==> src/rtl/multi_button_debounce_scanner_macros.svh <==
// assertion helpers, clocked on clk and held off during reset
`ifndef MULTI_BUTTON_DEBOUNCE_SCANNER_MACROS_SVH
`define MULTI_BUTTON_DEBOUNCE_SCANNER_MACROS_SVH

// antecedent implies consequent in the same cycle
`define DBS_ASSERT_SAME(label, ante, cons) \
  label: assert property (@(posedge clk) disable iff (!rst_n) (ante) |-> (cons)) \
    else $error("assertion failed");

// antecedent implies consequent in the next cycle
`define DBS_ASSERT_NEXT(label, ante, cons) \
  label: assert property (@(posedge clk) disable iff (!rst_n) (ante) |=> (cons)) \
    else $error("assertion failed");

`endif

==> src/rtl/dbs_pkg.sv <==
package dbs_pkg;

  localparam int NUM_BUTTONS = 6;
  localparam int TIME_BITS   = 32;
  localparam int IDX_W       = (NUM_BUTTONS > 1) ? $clog2(NUM_BUTTONS) : 1;

  // fixed field widths
  localparam int NOW_W   = 32;
  localparam int LEVEL_W = 6;
  localparam int DBT_W   = 16;
  localparam int BIDX_W  = 3;
  localparam int CFG_W   = 16;
  localparam int CMP_W   = (TIME_BITS > DBT_W) ? TIME_BITS : DBT_W;

  // register indexes
  localparam logic REG_DEBOUNCE    = 1'b0;
  localparam logic REG_ACTIVE_MASK = 1'b1;

  localparam logic [DBT_W-1:0]   RESET_DEBOUNCE = DBT_W'(50);
  localparam logic [LEVEL_W-1:0] RESET_MASK     = '0;

  localparam logic [IDX_W-1:0] LAST_IDX = IDX_W'(NUM_BUTTONS - 1);

  typedef struct packed {
    logic                 last_raw;
    logic                 stable;
    logic [TIME_BITS-1:0] chg_time;
  } entry_t;

  typedef struct packed {
    logic             we;
    logic [IDX_W-1:0] waddr;
    entry_t           wdata;
    logic             re;
    logic [IDX_W-1:0] raddr;
  } mem_req_t;

  typedef struct packed {
    entry_t wr;
    logic   stop;
    logic   press;
  } eval_res_t;

  // bit i of a 6-bit field, 0 for buttons beyond the field
  function automatic logic bit_at(logic [LEVEL_W-1:0] v, logic [IDX_W-1:0] i);
    logic b;
    b = 1'b0;
    for (int k = 0; k < LEVEL_W; k++) begin
      if (k == int'(i)) b = v[k];
    end
    return b;
  endfunction

  // released level on both level bits, zero change time
  function automatic entry_t reset_entry(logic [IDX_W-1:0] i);
    entry_t e;
    e.last_raw = ~bit_at(RESET_MASK, i);
    e.stable   = ~bit_at(RESET_MASK, i);
    e.chg_time = '0;
    return e;
  endfunction

endpackage

==> src/rtl/dbs_state_mem.sv <==
module dbs_state_mem (
  input  logic              clk,
  input  logic              rst_n,
  input  dbs_pkg::mem_req_t req,
  output dbs_pkg::entry_t   rdata
);

  dbs_pkg::entry_t               mem [dbs_pkg::NUM_BUTTONS];
  logic [dbs_pkg::NUM_BUTTONS-1:0] vld_r;
  dbs_pkg::entry_t               rd_q_r;
  dbs_pkg::entry_t               rd_rst_r;
  logic                          rd_vld_r;

  always_ff @(posedge clk) begin
    if (req.we) begin
      mem[req.waddr] <= req.wdata;
    end
    if (req.re) begin
      rd_q_r   <= mem[req.raddr];
      rd_rst_r <= dbs_pkg::reset_entry(req.raddr);
      rd_vld_r <= vld_r[req.raddr];
    end
  end

  // valid bits: a never-written entry reads as its reset value
  always_ff @(posedge clk) begin
    if (!rst_n) begin
      vld_r <= '0;
    end else if (req.we) begin
      vld_r[req.waddr] <= 1'b1;
    end
  end

  assign rdata = rd_vld_r ? rd_q_r : rd_rst_r;

endmodule

==> src/rtl/dbs_eval.sv <==
module dbs_eval (
  input  dbs_pkg::entry_t                     ent,
  input  logic                                level,
  input  logic                                active,
  input  logic [dbs_pkg::TIME_BITS-1:0]       now,
  input  logic [dbs_pkg::DBT_W-1:0]           dbt,
  output dbs_pkg::eval_res_t                  res
);

  logic                          chg;
  logic [dbs_pkg::TIME_BITS-1:0] ct_new;
  logic [dbs_pkg::TIME_BITS-1:0] diff;
  logic                          held;
  logic                          stab;

  always_comb begin
    chg    = (level != ent.last_raw);
    ct_new = chg ? now : ent.chg_time;
    diff   = now - ct_new;
    held   = dbs_pkg::CMP_W'(diff) >= dbs_pkg::CMP_W'(dbt);
    stab   = (level != ent.stable) && held;

    res.wr.last_raw = level;
    res.wr.stable   = stab ? level : ent.stable;
    res.wr.chg_time = ct_new;
    res.stop        = stab;
    res.press       = stab && (level == active);
  end

endmodule

==> src/rtl/multi_button_debounce_scanner.sv <==
// channel   ports                           moves
// -------   -----------------------------   ------------------------------
// in        in_valid/in_stall               poll item: time and raw levels
// out       out_valid/out_stall             result item: pressed, index
// cfg       cfg_we/cfg_index/cfg_wdata      register write, no read-back
//
// taking an item reads button 0; the scan then visits one button per step,
// stopping at the first that settles, and a final step hands off the result
// the per-button state memory has one read port, so one button per cycle
// reset is synchronous; the state memory needs no clearing pass, its valid
// bits make unwritten entries read as released level and zero time
// a result stalled at the output holds the scan in its last step, while the
// next item is taken as soon as the scan is idle again

`include "multi_button_debounce_scanner_macros.svh"

module multi_button_debounce_scanner (
  input  logic                          clk,
  input  logic                          rst_n,
  input  logic                          in_valid,
  output logic                          in_stall,
  input  logic [dbs_pkg::NOW_W-1:0]     in_now_ms,
  input  logic [dbs_pkg::LEVEL_W-1:0]   in_raw_levels,
  output logic                          out_valid,
  input  logic                          out_stall,
  output logic                          out_pressed,
  output logic [dbs_pkg::BIDX_W-1:0]    out_button_index,
  input  logic                          cfg_we,
  input  logic                          cfg_index,
  input  logic [dbs_pkg::CFG_W-1:0]     cfg_wdata
);

  // scan states
  localparam logic [1:0] ST_IDLE = 2'd0;
  localparam logic [1:0] ST_SCAN = 2'd1;
  localparam logic [1:0] ST_DONE = 2'd2;

  logic [1:0]                      state_r, state_nxt;
  logic [dbs_pkg::IDX_W-1:0]       idx_r, idx_nxt;
  logic [dbs_pkg::TIME_BITS-1:0]   now_r;
  logic [dbs_pkg::LEVEL_W-1:0]     raw_r;
  logic [dbs_pkg::DBT_W-1:0]       dbt_r;
  logic [dbs_pkg::LEVEL_W-1:0]     mask_r;
  logic                            res_press_r, res_press_nxt;
  logic [dbs_pkg::BIDX_W-1:0]      res_idx_r, res_idx_nxt;
  logic                            out_valid_r, out_valid_nxt;
  logic                            out_pressed_r;
  logic [dbs_pkg::BIDX_W-1:0]      out_button_index_r;

  logic                  in_acc;
  logic                  finish;
  logic                  out_load;
  dbs_pkg::mem_req_t     mreq;
  dbs_pkg::entry_t       ent;
  dbs_pkg::eval_res_t    ev;

  assign in_stall = (state_r != ST_IDLE);
  assign in_acc   = in_valid && !in_stall;

  // scan stops at the first button that settles, or after the last one
  assign finish   = (state_r == ST_SCAN) && (ev.stop || (idx_r == dbs_pkg::LAST_IDX));
  // result moves to the output register once that is free
  assign out_load = (state_r == ST_DONE) && (!out_valid_r || !out_stall);

  // read next button while writing back the current one
  always_comb begin
    mreq.we    = (state_r == ST_SCAN);
    mreq.waddr = idx_r;
    mreq.wdata = ev.wr;
    mreq.re    = in_acc || ((state_r == ST_SCAN) && !finish);
    mreq.raddr = in_acc ? '0 : (idx_r + 1'b1);
  end

  dbs_state_mem u_mem (
    .clk   (clk),
    .rst_n (rst_n),
    .req   (mreq),
    .rdata (ent)
  );

  dbs_eval u_eval (
    .ent    (ent),
    .level  (dbs_pkg::bit_at(raw_r, idx_r)),
    .active (dbs_pkg::bit_at(mask_r, idx_r)),
    .now    (now_r),
    .dbt    (dbt_r),
    .res    (ev)
  );

  always_comb begin
    state_nxt     = state_r;
    idx_nxt       = idx_r;
    res_press_nxt = res_press_r;
    res_idx_nxt   = res_idx_r;
    case (state_r)
      ST_IDLE: begin
        if (in_acc) begin
          state_nxt = ST_SCAN;
          idx_nxt   = '0;
        end
      end
      ST_SCAN: begin
        if (finish) begin
          state_nxt     = ST_DONE;
          res_press_nxt = ev.press;
          res_idx_nxt   = ev.press ? dbs_pkg::BIDX_W'(idx_r) : '0;
        end else begin
          idx_nxt = idx_r + 1'b1;
        end
      end
      ST_DONE: begin
        if (out_load) state_nxt = ST_IDLE;
      end
      default: begin
        state_nxt = ST_IDLE;
      end
    endcase
  end

  always_comb begin
    out_valid_nxt = out_valid_r;
    if (out_load) begin
      out_valid_nxt = 1'b1;
    end else if (out_valid_r && !out_stall) begin
      out_valid_nxt = 1'b0;
    end
  end

  // control and configuration
  always_ff @(posedge clk) begin
    if (!rst_n) begin
      state_r     <= ST_IDLE;
      idx_r       <= '0;
      out_valid_r <= 1'b0;
      dbt_r       <= dbs_pkg::RESET_DEBOUNCE;
      mask_r      <= dbs_pkg::RESET_MASK;
    end else begin
      state_r     <= state_nxt;
      idx_r       <= idx_nxt;
      out_valid_r <= out_valid_nxt;
      if (cfg_we) begin
        case (cfg_index)
          dbs_pkg::REG_DEBOUNCE:    dbt_r  <= cfg_wdata[dbs_pkg::DBT_W-1:0];
          dbs_pkg::REG_ACTIVE_MASK: mask_r <= cfg_wdata[dbs_pkg::LEVEL_W-1:0];
          default: ;
        endcase
      end
    end
  end

  // payload
  always_ff @(posedge clk) begin
    if (in_acc) begin
      now_r <= in_now_ms[dbs_pkg::TIME_BITS-1:0];
      raw_r <= in_raw_levels;
    end
    res_press_r <= res_press_nxt;
    res_idx_r   <= res_idx_nxt;
    if (out_load) begin
      out_pressed_r      <= res_press_r;
      out_button_index_r <= res_idx_r;
    end
  end

  assign out_valid        = out_valid_r;
  assign out_pressed      = out_pressed_r;
  assign out_button_index = out_button_index_r;

  // the scan never runs past the last button
  `DBS_ASSERT_SAME(a_idx_range, state_r == ST_SCAN, idx_r <= dbs_pkg::LAST_IDX)
  // write-back and look-ahead read never hit the same entry
  `DBS_ASSERT_SAME(a_no_rw_clash, mreq.we && mreq.re, mreq.waddr != mreq.raddr)
  // a taken item starts its scan at button 0
  `DBS_ASSERT_NEXT(a_scan_start, in_acc, (state_r == ST_SCAN) && (idx_r == '0))
  // no press means index 0
  `DBS_ASSERT_SAME(a_idx_zero, out_valid_r && !out_pressed_r, out_button_index_r == '0)

endmodule
==> config.mk <==
export PLATFORM = sky130hd
export DESIGN_NAME = multi_button_debounce_scanner
export DESIGN_NICKNAME = d
export VERILOG_FILES = /design/src/rtl/dbs_pkg.sv /design/src/rtl/dbs_state_mem.sv /design/src/rtl/dbs_eval.sv /design/src/rtl/multi_button_debounce_scanner.sv
export VERILOG_INCLUDE_DIRS = /design/src /design/src/rtl
export SDC_FILE = /design/constraint.sdc
export NUM_CORES = 1
export LEC_CHECK = 0
export BUFFER_PORTS_ARGS = -buffer_cell sky130_fd_sc_hd__buf_2
export CELL_PAD_IN_SITES_DETAIL_PLACEMENT = 1
export CELL_PAD_IN_SITES_GLOBAL_PLACEMENT = 1
export CORE_MARGIN = 2
export CORE_UTILIZATION = 50
export DETAILED_ROUTE_END_ITERATION = 6
export PLACE_DENSITY = 0.9
export SYNTH_ARGS = -nofsm -noshare
export SYNTH_HDL_FRONTEND = slang
export SYNTH_SLANG_ARGS = --single-unit
export TNS_END_PERCENT = 1
==> constraint.sdc <==
create_clock -name clk -period 9.7 [get_ports clk]
set_clock_uncertainty 0.1 [all_clocks]
set_input_delay 0.485 -clock clk [delete_from_list [all_inputs] [get_ports clk]]
set_output_delay 0.485 -clock clk [all_outputs]
set_load 0.005 [all_outputs]
# Word-level counts from Yosys, hierarchy flattened
# Memory sizes are Yosys's and may differ from the RTL's. A register that Yosys moved wholly into a read port is not among the register bits.
# Cells that the tools add are included.
[op_classes]
addsub = 2
n_mul = 0
div = 0
n_lt_le_gt_ge = 4
n_eq_ne = 15
shift = 0
mux = 32
bitwise = 3
n_reduce_logical = 25
[ops]
columns = ["cell", "count"]
rows = [
  ["34-bit two-way mux", 1],
  ["32-bit by 16-bit >= comparator with 1-bit output", 1],
  ["32-bit two-way mux", 1],
  ["32-bit subtractor", 1],
  ["1-bit two-way mux", 20],
  ["3-bit equality test (first input constant)", 4],
  ["3-bit two-way mux", 3],
  ["1-bit logical AND", 8],
  ["3-bit by 4-bit less-than comparator with 1-bit output (second input constant)", 2],
  ["2-bit inequality test (second input constant)", 4],
  ["2-bit two-way mux", 3],
  ["6-bit bitwise OR", 1],
  ["2-bit one-hot mux with 3 select lines", 1],
  ["3-bit one-hot mux with 2 select lines", 1],
  ["2-bit AND reduction", 3],
  ["3-bit AND reduction", 2],
  ["2-bit nonzero test", 3],
  ["1-bit zero test", 4],
  ["3-bit by 1-bit adder with 3-bit output (second input constant)", 1],
  ["1-bit binary-select mux with 3-bit select", 1],
  ["1-bit demux with 3-bit select", 1],
  ["2-bit by 3-bit equality test with 1-bit output (first input constant)", 1],
  ["3-bit equality test (second input constant)", 1],
  ["3-bit by 1-bit >= comparator with 1-bit output (second input constant)", 1],
  ["other kinds (8)", 12],
]
[totals]
reg_bits = 82
latch_bits = 0
ramBits = 204
rom_bits = 0
inputBits = 60
output_inout_bits = 6
word_cells = 96
mem_count = 1
[mem_list]
columns = ["memory", "words", "width", "rd", "rd_clocked_by_memory_dff", "wr", "line", "rtl"]
rows = [
  ["u_mem.mem", 6, 34, 1, 1, 1, "dbs_state_mem.sv:8", "dbs_pkg::entry_t mem [dbs_pkg::NUM_BUTTONS];"],
]

# Logic depth before layout (Yosys ltp)
[depth]
word_depth = 19
mapped_depth = 35
ltp_nobuf = 32

# By module
# Synthesis repeated with hierarchy kept, for this count alone.
[unflattened]
hier_cells = 1139
hier_area_um2 = 15359.7
[by_module_without_submodules]
columns = ["module", "n_inst", "cells_each", "area_per_inst_um2"]
rows = [
  ["dbs_state_mem", 1, 417, 9341.5],
  ["dbs_eval", 1, 498, 3129.3],
  ["multi_button_debounce_scanner", 1, 224, 2889.0],
]

# Worst setup path after synthesis
# OpenSTA, ideal clock, no wires.
[synth_path]
path_kind = "register to register"
from = "register idx_r[0] (netlist bit)"
to = "register, netlist name u_mem.rd_q_r[0]"
setup_time_ps = 393
arrival_ps = 7483
setup_slack_ps = 1724
path_stages_with_launch = 35
n_path_buf = 3
period_less_slack_ps = 7976
cell_sequence = "dfxtp_1 inv_1 clkbuf_1 ha_1 nand3b_2 a2111oi_4 nor3_2 nor2_2 buf_2 buf_1 nand3_1 o21ai_0 ha_1 inv_1 ha_1 nand2b_1 o221ai_1 a31oi_1 mux2i_4 nor2_1 a32oi_2 o21bai_1 a21oi_1 xnor2_1 ha_1 a21o_1 a21oi_1 nand3_1 a2111o_1 nor4_1 nor3b_2 nand4_1 nor4b_4 o21ai_1 nand2_1"
[synth_rtl]
columns = ["element", "line", "rtl"]
rows = [
  ["start: declaration", "multi_button_debounce_scanner.sv:39", "logic [dbs_pkg::IDX_W-1:0] idx_r, idx_nxt;"],
  ["start signal: assignment", "multi_button_debounce_scanner.sv:139", "idx_r <= idx_nxt;"],
]

==> flow_metrics.tcl <==
set metrics [dict create \
    grt_pass1_wl_um 80600 \
    dpl-instance-area_um2 17100 \
    setup_viol 0 \
    post_cts_buffers 0 \
    nFillCells 3453 \
    critical_path_arrival_ps 9170 \
    synth_top_flop_cell "edfxtp_1" \
    clkSinkCount 319 \
    period_minus_slack_ps 9110 \
    synth-edff-count 285 \
    antenna_found_initial 0 \
    max-vdd-ir-drop_mv 0.115 \
    cts_buffers 35 \
    die_h_um 185 \
    cts_buffer_depth 3 \
    cpPeakStageDelay_ps 730 \
    htree_num_levels 2 \
    wire_per_inst_um 26.3 \
    synth_cell_type_count 94 \
    routed_wl_um 52900 \
    grt_usage 0.311 \
    place_inst 1951 \
    status "completed" \
    finish.instance_area_um2 18200 \
    cts_tree "yes" \
    crit_path_top_delay_cell "nor4b_4" \
    fin_nets 1648 \
    slew_violations 0 \
    stdcell_count 2011 \
    syn_inst 1519 \
    grt_max_degree 74 \
    synth_top_area_cell "edfxtp_1" \
    remaining_drc_errors 0 \
    finalHoldViolations 0 \
    initial_core_util 0.506 \
    leakage_nw 6.57 \
    grt_pass1_vias 13700 \
    area_delta_synth_final_pct 11.1 \
    rsz0062_at_grt "no" \
    critPathBufInv 4 \
    maxCapViolCount 0 \
    cp-end-kind "flip-flop" \
    clk_latency_ps 550 \
    yosys-top-cells-area "edfxtp_1, nand2_1, dfxtp_1" \
    critPathKind "reg2reg" \
    final_layout_size_suffix_gt1_frac 0.136 \
    io_buffer_count 65 \
    timing.fmax_mhz 110 \
    dr.first_iter.drc_count 1277 \
    hold_path.class "in2reg" \
    total_power_mw 4.52 \
    required_ps 9760 \
    overflow 0 \
    via_count 13200 \
    ioPinCount 66 \
    ys_seq_elements 319 \
    synth_top_area_frac 0.522 \
    num_rows 66 \
    via_per_inst 6.55 \
    synth_seq_area_share 0.564 \
    synth_nets 1621 \
    dr.pass1.iters 6 \
    syn-cell-area_um2 16400 \
    die_x_um 185 \
    routabilityCongestion 0.940 \
    post-route-period-util 0.939 \
    core_um2 32400 \
    cts_root_buf "clkbuf_16" \
    power_density_nw_per_um2 248 \
    drtAntennaViolNets 0 \
    dpl.hpwl_um 33900 \
    async_flop_share 0 \
    max_slew_margin 0.212 \
    avgSynthCellArea_um2 10.8 \
    fin_setup_tns_ps 0 \
    antennaDiodeCount 0 \
    hold_ws_ps 15.5 \
    worstMarginPinSlew_ps 1180 \
    crit_top_cell "ha_1" \
    cp_max_fo 35 \
    path_clk_slew_ps 60 \
    ys_warn_count 0 \
    critPathTopFamily "compound AO/OA/AOI/OAI gates" \
    dieArea_um2 34200 \
    startpoint_type "flip-flop" \
]
-- synthesized netlist by cell type, types with 11 or more instances --
library cell / count
o22ai_1: 36
a31oi_1: 43
a21o_1: 20
nor3_1: 19
clkbuf_1: 73
nand3_1: 33
o21a_1: 20
nand2_1: 226
o21ai_0: 56
inv_1: 52
ha_1: 42
a21oi_1: 133
mux2i_1: 11
nand2b_1: 17
a21boi_0: 33
dfxtp_1: 34
mux2_2: 34
and3_1: 40
xnor2_1: 19
nor2b_1: 19
edfxtp_1: 285
nor2_1: 76
buf_1: 13
-- cells by family (layout without fill, tap and decap cells) --
logic type | count (synthesis) | count (layout) | synth area share
compound gates | 449 | 449 | 0.182
xor+xnor | 28 | 28 | 0.0150
fa+ha+maj | 43 | 43 | 0.0327
buf+inv | 152 | 202 | 0.0357
flops | 319 | 319 | 0.564
mux | 46 | 46 | 0.0315
simple gates | 482 | 482 | 0.140
-- layer usage --
metal | global-route usage | vias up | share of wire
met2 | 0.510 | 746 | 0.47
met1 | 0.406 | 6567 | 0.40
met5 | 0 | - | 0
met4 | 0.138 | 0 | 0.040
li1 | - | 5722 | -
met3 | 0.0558 | 147 | 0.082
-- power by group --
part           internal (mW)  switching (mW)
logic                  0.472           0.945
registers               1.68          0.0835
clock network          0.786           0.553
total                   2.93            1.58
-- state kept, by name (all words and copies together), names as in the netlist --
name	count
mask_r	6
out_button_index	3
u_mem.mem	204
raw_r	6
res_idx_r	3
idx_r	3
now_r	32
res_press_r	1
u_mem.vld_r	6
u_mem.rd_vld_r	1
out_pressed	1
u_mem.rd_q_r	34
state_r	2
dbt_r	16
out_valid	1
-- cell type report --
cell class	instances	area (um2)	share of cell area
multi-input cells	1048	6610	0.363
flip-flops and latches	319	9240	0.507
repair buffers	86	483	0.0265
clock inverters	16	186	0.0102
inverters	56	211	0.0116
clock buffers	44	930	0.0510
well taps	442	553	0.0304
-- path summary, 6_finish.rpt --
check,depth (start not counted),endpoint,from,slack [ps]
setup reg to reg,32,u_mem.rd_q_r[24],idx_r[1],590
hold reg to reg,0,out_button_index[1],res_idx_r[1],320
setup / recovery,32,u_mem.rd_q_r[24],idx_r[1],590
hold / removal,1,now_r[9],in_now_ms[9],20
-- layout by cell type, fill, tap and decap left out, types with 19 or more instances in the layout --
master     count
edfxtp_1     285
nand2_1      226
a21oi_1      133
nor2_1        72
buf_2         65
o21ai_0       55
inv_1         52
a31oi_1       43
ha_1          41
and3_1        40
o22ai_1       36
clkbuf_16     35
mux2_2        34
nand3_1       33
a21boi_0      33
dfxtp_1       33
buf_4         21
o21a_1        20
a21o_1        20
nor2b_1       19
xnor2_1       19
-- metrics by stage --
stage          setup WS, ps   util
5_1_grt                49.5  0.563
6_report                589  0.563
3_5_place_dp            634  0.528
4_1_cts                 556  0.563
2_1_floorplan          1720      -
3_3_place_gp           1300  0.528
-- repair_timing --
item                       CTS  global route
hold buffers                 0             0
setup endpoints to repair    0            35
gates resized for setup      0             1
hold endpoints to repair     0             0
-- worst reg2reg max path: cells and delay by family, from the launching register on --
family          cells  cell delay, ps
compound gates     10            2990
simple gates       12            2500
fa+ha+maj           4            1160
buf+inv             4            1030
flops               1             480
mux                 1             250
xor+xnor            1             160
Power figures use the tool's default switching activity.
